===== src/rtl/core/crctf_pkg.sv =====
// Shared types, constants and the CRC-32 byte update of the trailer framer.
package crctf_pkg;

  // Trailer length in bytes and related widths
  localparam int TRAILER_BYTES = 4;
  localparam int HELD_W        = 3;
  localparam int RES_CNT_W     = 3;
  localparam int CRC_W         = 8 * TRAILER_BYTES;

  // Reflected CRC-32 polynomial and initial value
  localparam logic [CRC_W-1:0] CRC_POLY = 32'hEDB8_8320;
  localparam logic [CRC_W-1:0] CRC_INIT = 32'hFFFF_FFFF;

  // Configuration register indexes
  localparam logic CFG_CRC_ENABLE = 1'b0;
  localparam logic CFG_DIRECTION  = 1'b1;

  // Direction codes
  localparam logic DIR_APPEND = 1'b0;
  localparam logic DIR_CHECK  = 1'b1;

  // Verdict codes
  localparam logic [1:0] ST_OK    = 2'd0;
  localparam logic [1:0] ST_SHORT = 2'd1;
  localparam logic [1:0] ST_BAD   = 2'd2;

  // Results caused by one accepted beat: an optional payload result,
  // an optional four-byte trailer and an optional verdict result
  typedef struct packed {
    logic             pay_en;
    logic [7:0]       pay_data;
    logic             pay_valid;
    logic             pay_last;
    logic             trl_en;
    logic [CRC_W-1:0] trl_crc;
    logic             ver_en;
    logic [1:0]       ver_status;
  } bundle_t;

  // Advance the reflected CRC register by one byte
  function automatic logic [CRC_W-1:0] crc_byte(input logic [CRC_W-1:0] c_in,
                                                input logic [7:0]       b);
    logic [CRC_W-1:0] c;
    c = c_in ^ {{(CRC_W-8){1'b0}}, b};
    for (int i = 0; i < 8; i++) begin
      c = c[0] ? ((c >> 1) ^ CRC_POLY) : (c >> 1);
    end
    return c;
  endfunction

  // Number of results held in a bundle
  function automatic logic [RES_CNT_W-1:0] bundle_count(input bundle_t bnd);
    logic [RES_CNT_W-1:0] n;
    n = {{(RES_CNT_W-1){1'b0}}, bnd.pay_en}
      + (bnd.trl_en ? RES_CNT_W'(TRAILER_BYTES) : '0)
      + {{(RES_CNT_W-1){1'b0}}, bnd.ver_en};
    return n;
  endfunction

endpackage


===== src/rtl/core/crctf_core.sv =====
// Packet state, configuration registers and per-beat result bundle generation.
module crctf_core (
  input  logic                clk,
  input  logic                rst_n,
  input  logic                cfg_we,
  input  logic                cfg_index,
  input  logic                cfg_data,
  input  logic                accept,
  input  logic [7:0]          data_in,
  input  logic                has_byte,
  input  logic                end_of_packet,
  output logic                bnd_valid,
  output crctf_pkg::bundle_t  bnd
);

  logic                              crc_enable_r;
  logic                              direction_r;
  logic [crctf_pkg::CRC_W-1:0]       crc_r, crc_nxt;
  logic [7:0]                        dly_r [crctf_pkg::TRAILER_BYTES];
  logic [7:0]                        dly_nxt [crctf_pkg::TRAILER_BYTES];
  logic [crctf_pkg::HELD_W-1:0]      held_r, held_nxt;
  logic [crctf_pkg::CRC_W-1:0]       given;
  logic                              act;

  // Configuration writes
  always_ff @(posedge clk) begin
    if (!rst_n) begin
      crc_enable_r <= 1'b1;
      direction_r  <= crctf_pkg::DIR_APPEND;
    end else if (cfg_we) begin
      unique case (cfg_index)
        crctf_pkg::CFG_CRC_ENABLE: crc_enable_r <= cfg_data;
        crctf_pkg::CFG_DIRECTION:  direction_r  <= cfg_data;
      endcase
    end
  end

  // Work out next packet state and the results of this beat
  always_comb begin
    crc_nxt   = crc_r;
    dly_nxt   = dly_r;
    held_nxt  = held_r;
    bnd       = '0;
    act       = accept && (has_byte || end_of_packet);
    given     = '0;
    if (act) begin
      if (!crc_enable_r) begin
        // pass through unchanged
        bnd.pay_en    = 1'b1;
        bnd.pay_data  = has_byte ? data_in : 8'd0;
        bnd.pay_valid = has_byte;
        bnd.pay_last  = end_of_packet;
      end else if (direction_r == crctf_pkg::DIR_APPEND) begin
        if (has_byte) begin
          crc_nxt       = crctf_pkg::crc_byte(crc_r, data_in);
          bnd.pay_en    = 1'b1;
          bnd.pay_data  = data_in;
          bnd.pay_valid = 1'b1;
        end
        if (end_of_packet) begin
          bnd.trl_en  = 1'b1;
          bnd.trl_crc = ~crc_nxt;
        end
      end else begin
        // check mode: hold the newest bytes, release the oldest
        if (has_byte) begin
          if (held_r >= crctf_pkg::HELD_W'(crctf_pkg::TRAILER_BYTES)) begin
            crc_nxt       = crctf_pkg::crc_byte(crc_r, dly_r[0]);
            bnd.pay_en    = 1'b1;
            bnd.pay_data  = dly_r[0];
            bnd.pay_valid = 1'b1;
            for (int i = 0; i < crctf_pkg::TRAILER_BYTES - 1; i++) begin
              dly_nxt[i] = dly_r[i+1];
            end
            dly_nxt[crctf_pkg::TRAILER_BYTES-1] = data_in;
            held_nxt = crctf_pkg::HELD_W'(crctf_pkg::TRAILER_BYTES);
          end else begin
            dly_nxt[held_r[1:0]] = data_in;
            held_nxt = held_r + 1'b1;
          end
        end
        if (end_of_packet) begin
          for (int i = 0; i < crctf_pkg::TRAILER_BYTES; i++) begin
            given = {given[crctf_pkg::CRC_W-9:0], dly_nxt[i]};
          end
          bnd.ver_en = 1'b1;
          if (held_nxt < crctf_pkg::HELD_W'(crctf_pkg::TRAILER_BYTES)) begin
            bnd.ver_status = crctf_pkg::ST_SHORT;
          end else if (given == ~crc_nxt) begin
            bnd.ver_status = crctf_pkg::ST_OK;
          end else begin
            bnd.ver_status = crctf_pkg::ST_BAD;
          end
        end
      end
      // clear packet state at every end of packet
      if (end_of_packet) begin
        crc_nxt  = crctf_pkg::CRC_INIT;
        held_nxt = '0;
        for (int i = 0; i < crctf_pkg::TRAILER_BYTES; i++) begin
          dly_nxt[i] = 8'd0;
        end
      end
    end
    // hand on a bundle only when the beat causes at least one result
    bnd_valid = bnd.pay_en || bnd.trl_en || bnd.ver_en;
  end

  // Packet state registers
  always_ff @(posedge clk) begin
    if (!rst_n) begin
      crc_r  <= crctf_pkg::CRC_INIT;
      held_r <= '0;
      for (int i = 0; i < crctf_pkg::TRAILER_BYTES; i++) begin
        dly_r[i] <= 8'd0;
      end
    end else begin
      crc_r  <= crc_nxt;
      held_r <= held_nxt;
      dly_r  <= dly_nxt;
    end
  end

endmodule


===== src/rtl/core/crctf_out.sv =====
// Result sequencer: bundle register with skid slot, one result per output beat.
module crctf_out (
  input  logic                clk,
  input  logic                rst_n,
  input  logic                bnd_valid,
  input  crctf_pkg::bundle_t  bnd,
  output logic                in_stall,
  output logic                out_valid,
  input  logic                out_stall,
  output logic [7:0]          out_data_out,
  output logic                out_byte_valid,
  output logic                out_last,
  output logic [1:0]          out_status
);

  crctf_pkg::bundle_t                  main_r, skid_r;
  logic                                main_valid_r, skid_valid_r;
  logic [crctf_pkg::RES_CNT_W-1:0]     idx_r;
  logic [crctf_pkg::RES_CNT_W-1:0]     tidx;
  logic [1:0]                          tsel;
  logic                                out_take, last_res, main_free;

  assign in_stall  = skid_valid_r;
  assign out_valid = main_valid_r;
  assign out_take  = main_valid_r && !out_stall;
  assign last_res  = (idx_r == crctf_pkg::bundle_count(main_r) - 1'b1);
  assign main_free = !main_valid_r || (out_take && last_res);

  // Select the current result of the bundle
  assign tidx = idx_r - {{(crctf_pkg::RES_CNT_W-1){1'b0}}, main_r.pay_en};
  assign tsel = 2'(crctf_pkg::TRAILER_BYTES - 1) - tidx[1:0];

  always_comb begin
    out_data_out   = 8'd0;
    out_byte_valid = 1'b0;
    out_last       = 1'b1;
    out_status     = crctf_pkg::ST_OK;
    if (main_r.pay_en && idx_r == '0) begin
      out_data_out   = main_r.pay_data;
      out_byte_valid = main_r.pay_valid;
      out_last       = main_r.pay_last;
    end else if (main_r.trl_en) begin
      out_data_out   = main_r.trl_crc[{tsel, 3'b000} +: 8];
      out_byte_valid = 1'b1;
      out_last       = (tidx == crctf_pkg::RES_CNT_W'(crctf_pkg::TRAILER_BYTES - 1));
    end else begin
      out_status     = main_r.ver_status;
    end
  end

  // Advance through the bundle, refill from skid slot or input
  always_ff @(posedge clk) begin
    if (!rst_n) begin
      main_valid_r <= 1'b0;
      skid_valid_r <= 1'b0;
      idx_r        <= '0;
    end else if (main_free) begin
      idx_r <= '0;
      if (skid_valid_r) begin
        main_r       <= skid_r;
        main_valid_r <= 1'b1;
        skid_valid_r <= 1'b0;
      end else if (bnd_valid) begin
        main_r       <= bnd;
        main_valid_r <= 1'b1;
      end else begin
        main_valid_r <= 1'b0;
      end
    end else begin
      if (out_take) begin
        idx_r <= idx_r + 1'b1;
      end
      if (bnd_valid) begin
        skid_r       <= bnd;
        skid_valid_r <= 1'b1;
      end
    end
  end

endmodule


===== src/rtl/core/crc32_trailer_framer.sv =====
// Top level of the CRC-32 trailer framer.
// Takes one byte beat per cycle while in_stall is low and updates the CRC and
// trailer delay line in the cycle the beat is accepted; results then leave one per
// cycle while out_stall is low, through a bundle register backed by one skid slot.
// An end-of-packet beat causes up to five results in append mode
// (payload byte plus four trailer bytes, most significant first), up to two in
// check mode (released byte plus verdict), one in pass-through. No clearing
// pass follows reset.
module crc32_trailer_framer (
  input  logic        clk,
  input  logic        rst_n,
  input  logic        cfg_we,
  input  logic        cfg_index,
  input  logic        cfg_data,
  input  logic        in_valid,
  output logic        in_stall,
  input  logic [7:0]  in_data_in,
  input  logic        in_has_byte,
  input  logic        in_end_of_packet,
  output logic        out_valid,
  input  logic        out_stall,
  output logic [7:0]  out_data_out,
  output logic        out_byte_valid,
  output logic        out_last,
  output logic [1:0]  out_status
);

  logic                accept;
  logic                bnd_valid;
  crctf_pkg::bundle_t  bnd;

  assign accept = in_valid && !in_stall;

  // Packet state and result generation
  crctf_core u_core (
    .clk           (clk),
    .rst_n         (rst_n),
    .cfg_we        (cfg_we),
    .cfg_index     (cfg_index),
    .cfg_data      (cfg_data),
    .accept        (accept),
    .data_in       (in_data_in),
    .has_byte      (in_has_byte),
    .end_of_packet (in_end_of_packet),
    .bnd_valid     (bnd_valid),
    .bnd           (bnd)
  );

  // Result sequencing toward the output channel
  crctf_out u_out (
    .clk            (clk),
    .rst_n          (rst_n),
    .bnd_valid      (bnd_valid),
    .bnd            (bnd),
    .in_stall       (in_stall),
    .out_valid      (out_valid),
    .out_stall      (out_stall),
    .out_data_out   (out_data_out),
    .out_byte_valid (out_byte_valid),
    .out_last       (out_last),
    .out_status     (out_status)
  );

endmodule


===== config.mk =====
export PLATFORM = sky130hd
export DESIGN_NAME = crc32_trailer_framer
export DESIGN_NICKNAME = d
export VERILOG_FILES = /design/src/rtl/core/crctf_pkg.sv /design/src/rtl/core/crctf_core.sv /design/src/rtl/core/crctf_out.sv /design/src/rtl/core/crc32_trailer_framer.sv
export SDC_FILE = /design/constraint.sdc
export NUM_CORES = 1
export LEC_CHECK = 0
export ABC_AREA = 1
export BUFFER_PORTS_ARGS = -buffer_cell sky130_fd_sc_hd__buf_4
export CORE_MARGIN = 10
export CORE_UTILIZATION = 49
export CTS_BUF_LIST = sky130_fd_sc_hd__clkbuf_4
export DETAILED_ROUTE_END_ITERATION = 10
export HOLD_SLACK_MARGIN = 0.12
export PLACE_DENSITY = 0.65
export REMOVE_ABC_BUFFERS = 1
export SETUP_SLACK_MARGIN = 0.05
export SLEW_MARGIN = 20
export SYNTH_ARGS = -nofsm -noshare
export SYNTH_HDL_FRONTEND = slang
export SYNTH_SLANG_ARGS = --single-unit

===== constraint.sdc =====
create_clock -name clk -period 7.85 [get_ports clk]
set_input_delay 0 -clock clk [delete_from_list [all_inputs] [get_ports clk]]
set_output_delay 0 -clock clk [all_outputs]
set_load 0.005 [all_outputs]

==> results of run 1 <==
==> worst paths after layout <==
kind                     from                  end  slack, ps  depth (start not counted)
min reg2reg  u_core.dly_r[16]     u_core.dly_r[16]        490                          2
min                 cfg_index  u_core.crc_enable_r        230                          4
max          u_core.held_r[2]      u_out.main_r[1]       4390                         15
max reg2reg  u_core.held_r[2]      u_out.main_r[1]       4390                         15
==> report_power, final <==
part           internal [mW]  total [mW]  switching (mW)
Clock                  0.144       0.527           0.383
Combinational          0.225       0.725           0.500
Sequential             0.977        1.01          0.0362
==> critical path: cells and delay by family (launching register included) <==
kind / cells / cell delay, ps
AO/OA/AOI/OAI: 1 / 430
AND/OR/NAND/NOR: 13 / 1850
buffers and inverters: 1 / 560
flip-flops: 1 / 380
==> cells in the final DEF (no fill, tap or decap), types with 9 or more instances in the layout <==
cell,netlist,layout
o21ai_1,22,22
nor2_1,123,119
xor2_1,40,40
dlygate4sd3_1,0,20
clkbuf_4,0,17
ha_1,9,9
nand3_1,114,114
edfxtp_1,94,94
dfxtp_1,74,73
o21ai_0,118,117
o211ai_1,11,11
a21oi_1,105,105
inv_1,151,151
buf_4,1,45
xnor2_1,12,12
nand2_1,628,628
o22ai_1,27,27
inv_2,10,10
nand2_2,17,17
==> routing by layer <==
layer / vias up / track usage, % / routed length [um]
li1: 5556 / - / -
met1: 5182 / 36.0 / 17300
met2: 540 / 38.4 / 17200
met3: 58 / 4.16 / 3760
met4: 0 / 7.65 / 938
met5: - / 0 / 0
==> layout make-up <==
type,count,area [um^2]
diodes,1,2.50
clock buffers,17,128
clock inverters,15,151
fillers,2393,10500
inverters,164,618
multi-input cells,1293,6230
flip-flops and latches,168,4310
well taps,313,392
repair buffers,65,538
==> sequential cells by signal, indices dropped and copies added, names as in the netlist <==
name	flops
u_core.dly_r	32
u_core.direction_r	1
u_out.skid_r	47
u_out.main_r	47
u_out.idx_r	3
u_core.crc_r	32
u_core.held_r	3
u_out.in_stall	1
u_out.out_valid	1
u_core.crc_enable_r	1
==> cells by family after synthesis <==
family	share of synthesized area, %
AO/OA/AOI/OAI	15.3
XOR/XNOR	6.16
AND/OR/NAND/NOR	31.8
buffers and inverters	8.19
flip-flops	37.6
adder cells (fa/ha/maj)	0.984
==> per-stage QoR <==
step | cell area [um^2] | setup slack, ps
after global placement | 11900 | 4650
after floorplan | 11100 | 3620
after global routing | 12400 | 4080
final | 12400 | 4390
after detailed placement | 11900 | 4590
after CTS | 12400 | 4520
==> repair_timing <==
item | 4_1_cts | 5_1_grt
hold endpoints to repair | 80 | 0
endpoints found under the setup margin | 0 | 0
resized for setup | 0 | 0
hold buffers | 20 | 0
==> summary.md, run 1 <==
| Metric | Value |
|---|---|
| Status | `finished clean` |
| Max IR drop VDD | `around 90 uV` |
| Pin count of the biggest net entering global routing | `64` |
| Critical path fanouts, max | `between 50 and 60` |
| Routability Congestion | `~1.0` |
| Die Y-Extent | `between 150 and 200 um` |
| Root buffer cell | `clkbuf_4` |
| Final min period | `roughly 3500 ps` |
| Maxcap violations | `0` |
| IO Count | `31` |
| CTS clk-pin slew, worst paths | `between 150 and 200 ps` |
| Power Dens Cells | `around 180 nW/um^2` |
| CP arrival | `about 3800 ps` |
| Drt total wl | `~40,000 um` |
| Layout Nets | `around 1,700` |
| Synthesized cell area | `approximately 11,000 um^2` |
| Post-Syn Area per Cell | `between 6 and 7 um^2` |
| Synth cell types | `43` |
| Top cell type's share of synthesized area | `about 25%` |
| Crit path kind | `reg2reg` |
| Max-slew headroom | `a little under two fifths` |
| Post-Route Setup TNS | `0 ps` |
| Clock sinks | `168` |
| HP Class | `in2reg` |
| IO buf count | `30` |
| Die width | `between 150 and 200 um` |
| Number of enable-type register cells in the synthesized netlist | `94` |
| Critical path launch point type | `register` |
| Post-route DRC | `0` |
| TritonCTS Buffers | `17` |
| Gr ovfl total | `0` |
| Post-layout utilization of the core | `54.1%` |
| Post-synthesis instance total | `1,698` |
| Unrepaired setup endpoints after global routing | `false` |
| CP most frequent cell | `nand2_1` |
| FMAX | `about 0.29 GHz` |
| Initial DRC count | `between 1,000 and 1,500` |
| Via-per-instance ratio | `between 5 and 6` |
| Routed via count | `about 11,000` |
| CP Capture Type | `register` |
| Dpl hpwl | `approximately 28,000 um` |
| Die area | `between 20,000 and 30,000 um^2` |
| Post-Route Skew | `between 30 and 40 ps` |
| Final hold vios | `0` |
| Setup Fix Bufs, Post-CTS | `0` |
| WHS | `230 ps` |
| Slew @ Worst Pin | `947 ps` |
| Placed Cells | `~2,000` |
| Fin. max-slew vios | `0` |
| Detail Route Antenna Nets | `0` |
| Vias in the first global route | `9,911` |
| CTS tree | `yes` |
| Most common library cells after synthesis | `628 x nand2_1, 151 x inv_1, 123 x nor2_1, 118 x o21ai_0, 114 x nand3_1` |
| Area contributors post-synth | `edfxtp_1 25%, nand2_1 21%, dfxtp_1 13%` |
| Total GRT Usage | `between 20% and 30%` |
| Post-synthesis sequential area ratio | `roughly 38%` |
| Bufs on Longest Clock Path | `2` |
| Synth area leader | `edfxtp_1` |
| Worst path required time | `about 8200 ps` |
| Slowest CP cell | `nand2_1` |
| H-tree depth | `4` |
| DRT Pass-1 Iters | `6` |
| Power Total | `2.27 mW` |
| Final setup fails | `0` |
| Std-Cell Rows | `55` |
| Crit path cell chain | `nand2_2 > buf_4 > nand2_1 > o21ai_0 > nand2_1 > nand2_1 > nand3_1 > nor2_1 > nand2_1 > nor2_1 > nand2_1 > nor2_1 > nand2_1 > nand2_1 > nand2_1` |
| YS warnings | `0` |
| Skew-Pair Late Insertion Delay | `slightly above 600 ps` |
| Core footprint | `22,800 um^2` |
| Initial antenna violation count | `1` |
| Final critical-path share of the clock period | `between 40% and 50%` |
| Ys flop type | `edfxtp_1` |
| Routed len/inst | `between 15 and 20 um` |
| Top-count cell post-synth | `nand2_1` |
| First-pass GRT wire length | `between 50,000 and 60,000 um` |
| Share of cells above drive strength 1 | `between 7 and 8%` |
| Largest stage delay, worst path | `between 600 and 700 ps` |
| Area Growth Syn to Fin | `8.06%` |
| Ys async rst share | `0%` |
| Initial Util | `50.1%` |
| Finished Layout Cells | `approximately 2,000` |
| Seq cells post-synth | `roughly 170` |
| Static Leakage | `between 5 and 6 nW` |
(Power assumes the default switching activity.)
==> run 2, diff against run 1 <==
==> constraint.sdc (replaced) <==
create_clock -name clk -period 3.4 [get_ports clk]
set_input_delay 0 -clock clk [delete_from_list [all_inputs] [get_ports clk]]
set_output_delay 0 -clock clk [all_outputs]
set_load 0.005 [all_outputs]
==> run 2 against run 1 <==
  * Power increased by 140%
  * Final cell count grew 0.74%
  * Routed wire length grew 3.0%
  * Sequential share of layout area down 0.51 points
  * Clock power grew to 2.6 times the previous value
  * Die area unchanged
  * Sequential power increased by 130%
  * Critical path depth is 4 higher
  * Core utilization grew 0.81 points
  * Non-clock buffer count grew 14
  * First-iteration DRC count is 8.9% higher
  * Critical endpoint unchanged
  * Largest cell class unchanged
==> summary.md, run 2 (synthesized netlist as in run 1, its figures left out) <==
| Metric | Value |
|---|---|
| Final min period | `2970 ps (was 3460 ps)` |
| Worst path required time | `3780 ps (was 8220 ps)` |
| Worst r2r src | `u_core.crc_r[0] (was u_core.held_r[2])` |
| Routed len/inst | `19.7 um (was 19.3 um)` |
| IO Count | `31 (unchanged)` |
| First-pass GRT wire length | `62,100 um (was 59,800 um)` |
| Flop2flop setup slack | `430 ps (was 4390 ps)` |
| Fin. max-slew vios | `0 (unchanged)` |
| Via-per-instance ratio | `5.66 (was 5.57)` |
| IO buf count | `30 (unchanged)` |
| Crit path kind | `reg2reg (unchanged)` |
| Area Growth Syn to Fin | `9.66% (was 8.06%)` |
| Drt total wl | `40,400 um (was 39,200 um)` |
| Post-route DRC | `0 (unchanged)` |
| Regs by FF count | `u_out.main_r (47), u_out.skid_r (47) (unchanged)` |
| Final setup fails | `0 (unchanged)` |
| Die area | `29,900 um^2 (unchanged)` |
| Skew-Pair Late Insertion Delay | `610 ps (about the same)` |
| Final hold vios | `0 (unchanged)` |
| CTS clk-pin slew, worst paths | `180 ps (was 170 ps)` |
| Routability Congestion | `1.02 (was 1.01)` |
| Unrepaired setup endpoints after global routing | `false (unchanged)` |
| FF-to-FF path depth | `19 (was 15)` |
| Std-Cell Rows | `55 (unchanged)` |
| Max IR drop VDD | `192 uV (was 91.5 uV)` |
| Core footprint | `22,800 um^2 (unchanged)` |
| Layout Nets | `1,749 (was 1,735)` |
| Status | `finished clean (unchanged)` |
| Root buffer cell | `clkbuf_4 (unchanged)` |
| Initial Util | `50.1% (unchanged)` |
| Initial antenna violation count | `2 (was 1)` |
| Share of cells above drive strength 1 | `8.58% (was 7.90%)` |
| Pin count of the biggest net entering global routing | `54 (was 64)` |
| CP arrival | `3350 ps (was 3830 ps)` |
| Post-Route Skew | `40.8 ps (was 35.7 ps)` |
| Maxcap violations | `0 (unchanged)` |
| Most common cell after layout, fill and taps aside | `nand2_1 (unchanged)` |
| Routed via count | `11,600 (was 11,300)` |
| R2r endpoint | `u_out.main_r[1] (unchanged)` |
| Dpl hpwl | `29,700 um (was 28,400 um)` |
| DRT Pass-1 Iters | `6 (unchanged)` |
| Uppermost layer routed | `met4 (unchanged)` |
| Vias in the first global route | `10,300 (was 9,911)` |
| Met2 wire length | `17,300 um (was 17,200 um)` |
| Detail Route Antenna Nets | `0 (unchanged)` |
| Worst Hold Depth | `5 (was 4)` |
| Total GRT Usage | `26.3% (was 25.3%)` |
| CTS tree | `yes (unchanged)` |
| Initial DRC count | `1,547 (was 1,421)` |
| Met3 routed WL | `3720 um (was 3760 um)` |
| Post-Route Setup TNS | `0 ps (unchanged)` |
| Critical path launch point type | `register (unchanged)` |
| Most frequent cells in the layout | `628 x nand2_1, 151 x inv_1, 121 x nor2_1 (was 628 x nand2_1, 151 x inv_1, 119 x nor2_1)` |
| Final critical-path share of the clock period | `87.2% (was 44.0%)` |
| Slew @ Worst Pin | `771 ps (was 947 ps)` |
| Post-layout utilization of the core | `54.9% (was 54.1%)` |
| FMAX | `0.337 GHz (was 0.289 GHz)` |
| CP Capture Type | `register (unchanged)` |
| Pre-CTS WS | `474 ps (was 4590 ps)` |
| TritonCTS Buffers | `17 (unchanged)` |
| Die Y-Extent | `173 um (unchanged)` |
| H-tree depth | `4 (unchanged)` |
| Max-slew headroom | `48.6% (was 36.9%)` |
| Bufs on Longest Clock Path | `2 (unchanged)` |
| Critical Path Start | `u_core.crc_r[0] (was u_core.held_r[2])` |
| Clock sinks | `168 (unchanged)` |
| Met1 Wirelength | `18,200 um (was 17,300 um)` |
| Power Dens Cells | `428 nW/um^2 (was 183 nW/um^2)` |
| HP Class | `in2reg (unchanged)` |
| Setup crit end | `u_out.main_r[1] (unchanged)` |
| Worst Slack Setup Final | `435 ps (was 4390 ps)` |
| Static Leakage | `5.69 nW (was 5.59 nW)` |
| Gr ovfl total | `0 (unchanged)` |
| Die width | `173 um (unchanged)` |
| Critical path fanouts, max | `13 (was 55)` |
## run 2: cell count changes in the layout (fill, tap and decap cells not counted), sizes merged
cell	before	now
clkinv	7	12
bufinv	0	1
clkinvlp	2	0
inv	170	166
diode	1	2
buf	45	59
## run 2: where the power goes
| part | leakage [nW] | internal [mW] | switching, mW |
|---|---|---|---|
| Combinational | 4.07 | 0.534 | 1.16 |
| Clock | 0.173 | 0.420 | 0.932 |
| Sequential | 1.45 | 2.26 | 0.0728 |
## run 2: critical path, stage by stage (launching register included)
cell and delay, ps:
dfxtp_1 490, inv_2 90, nand2_1 60, nand2_1 320, nand2_1 160, nand2_1 200
nand2_1 120, nand2_1 120, nand2_1 90, nand3_1 150, nand2_1 210, nand2_1 70
nand2_1 80, nand2_1 50, nor2_1 100, nand2_1 60, nor2_1 110, nand2_1 110
nand2_1 90, nand2_1 50
## run 2: layer usage
metal	up-vias	global-route usage, %
li1	5572	-
met1	5329	38.3
met5	-	0
met3	83	3.90
met2	620	39.0
met4	0	8.55
## run 2: timing repair
item,in CTS,in global routing
hold buffers,20,0
gates resized for setup,0,0
hold endpoints to repair,77,0
buffers inserted,0,0
## run 2: worst min-delay path by stage
| stage | endpoint | start | slack, ps |
|---|---|---|---|
| detailed placement | u_core.crc_enable_r | cfg_data | 230 |
| CTS | u_core.crc_enable_r | cfg_index | 210 |
| global placement | u_core.crc_enable_r | cfg_data | 230 |
| global route | u_out.idx_r[1] | out_stall | 230 |
| finish | u_out.idx_r[1] | out_stall | 260 |
| floorplan | u_core.crc_r[18] | rst_n | 70 |
## run 2: cell type report
class / count / area (um^2)
clock buffers: 17 / 128
well taps: 313 / 392
diodes: 2 / 5.00
fillers: 2370 / 10300
clock inverters: 15 / 208
flip-flops and latches: 168 / 4310
multi-input cells: 1293 / 6230
inverters: 164 / 618
repair buffers: 79 / 668
## run 2: metrics by stage
step                      area (um^2)  hold WS, ps  total power, mW  std cells
after detailed placement        12000          233             4.01       1997
after floorplan                 11100         68.9             3.46       1625
after CTS                       12500          211             5.35       2049
final                           12600          260             5.38       2051
after global routing            12600          235             5.65       2051
after global placement          12000          232             4.00       1997
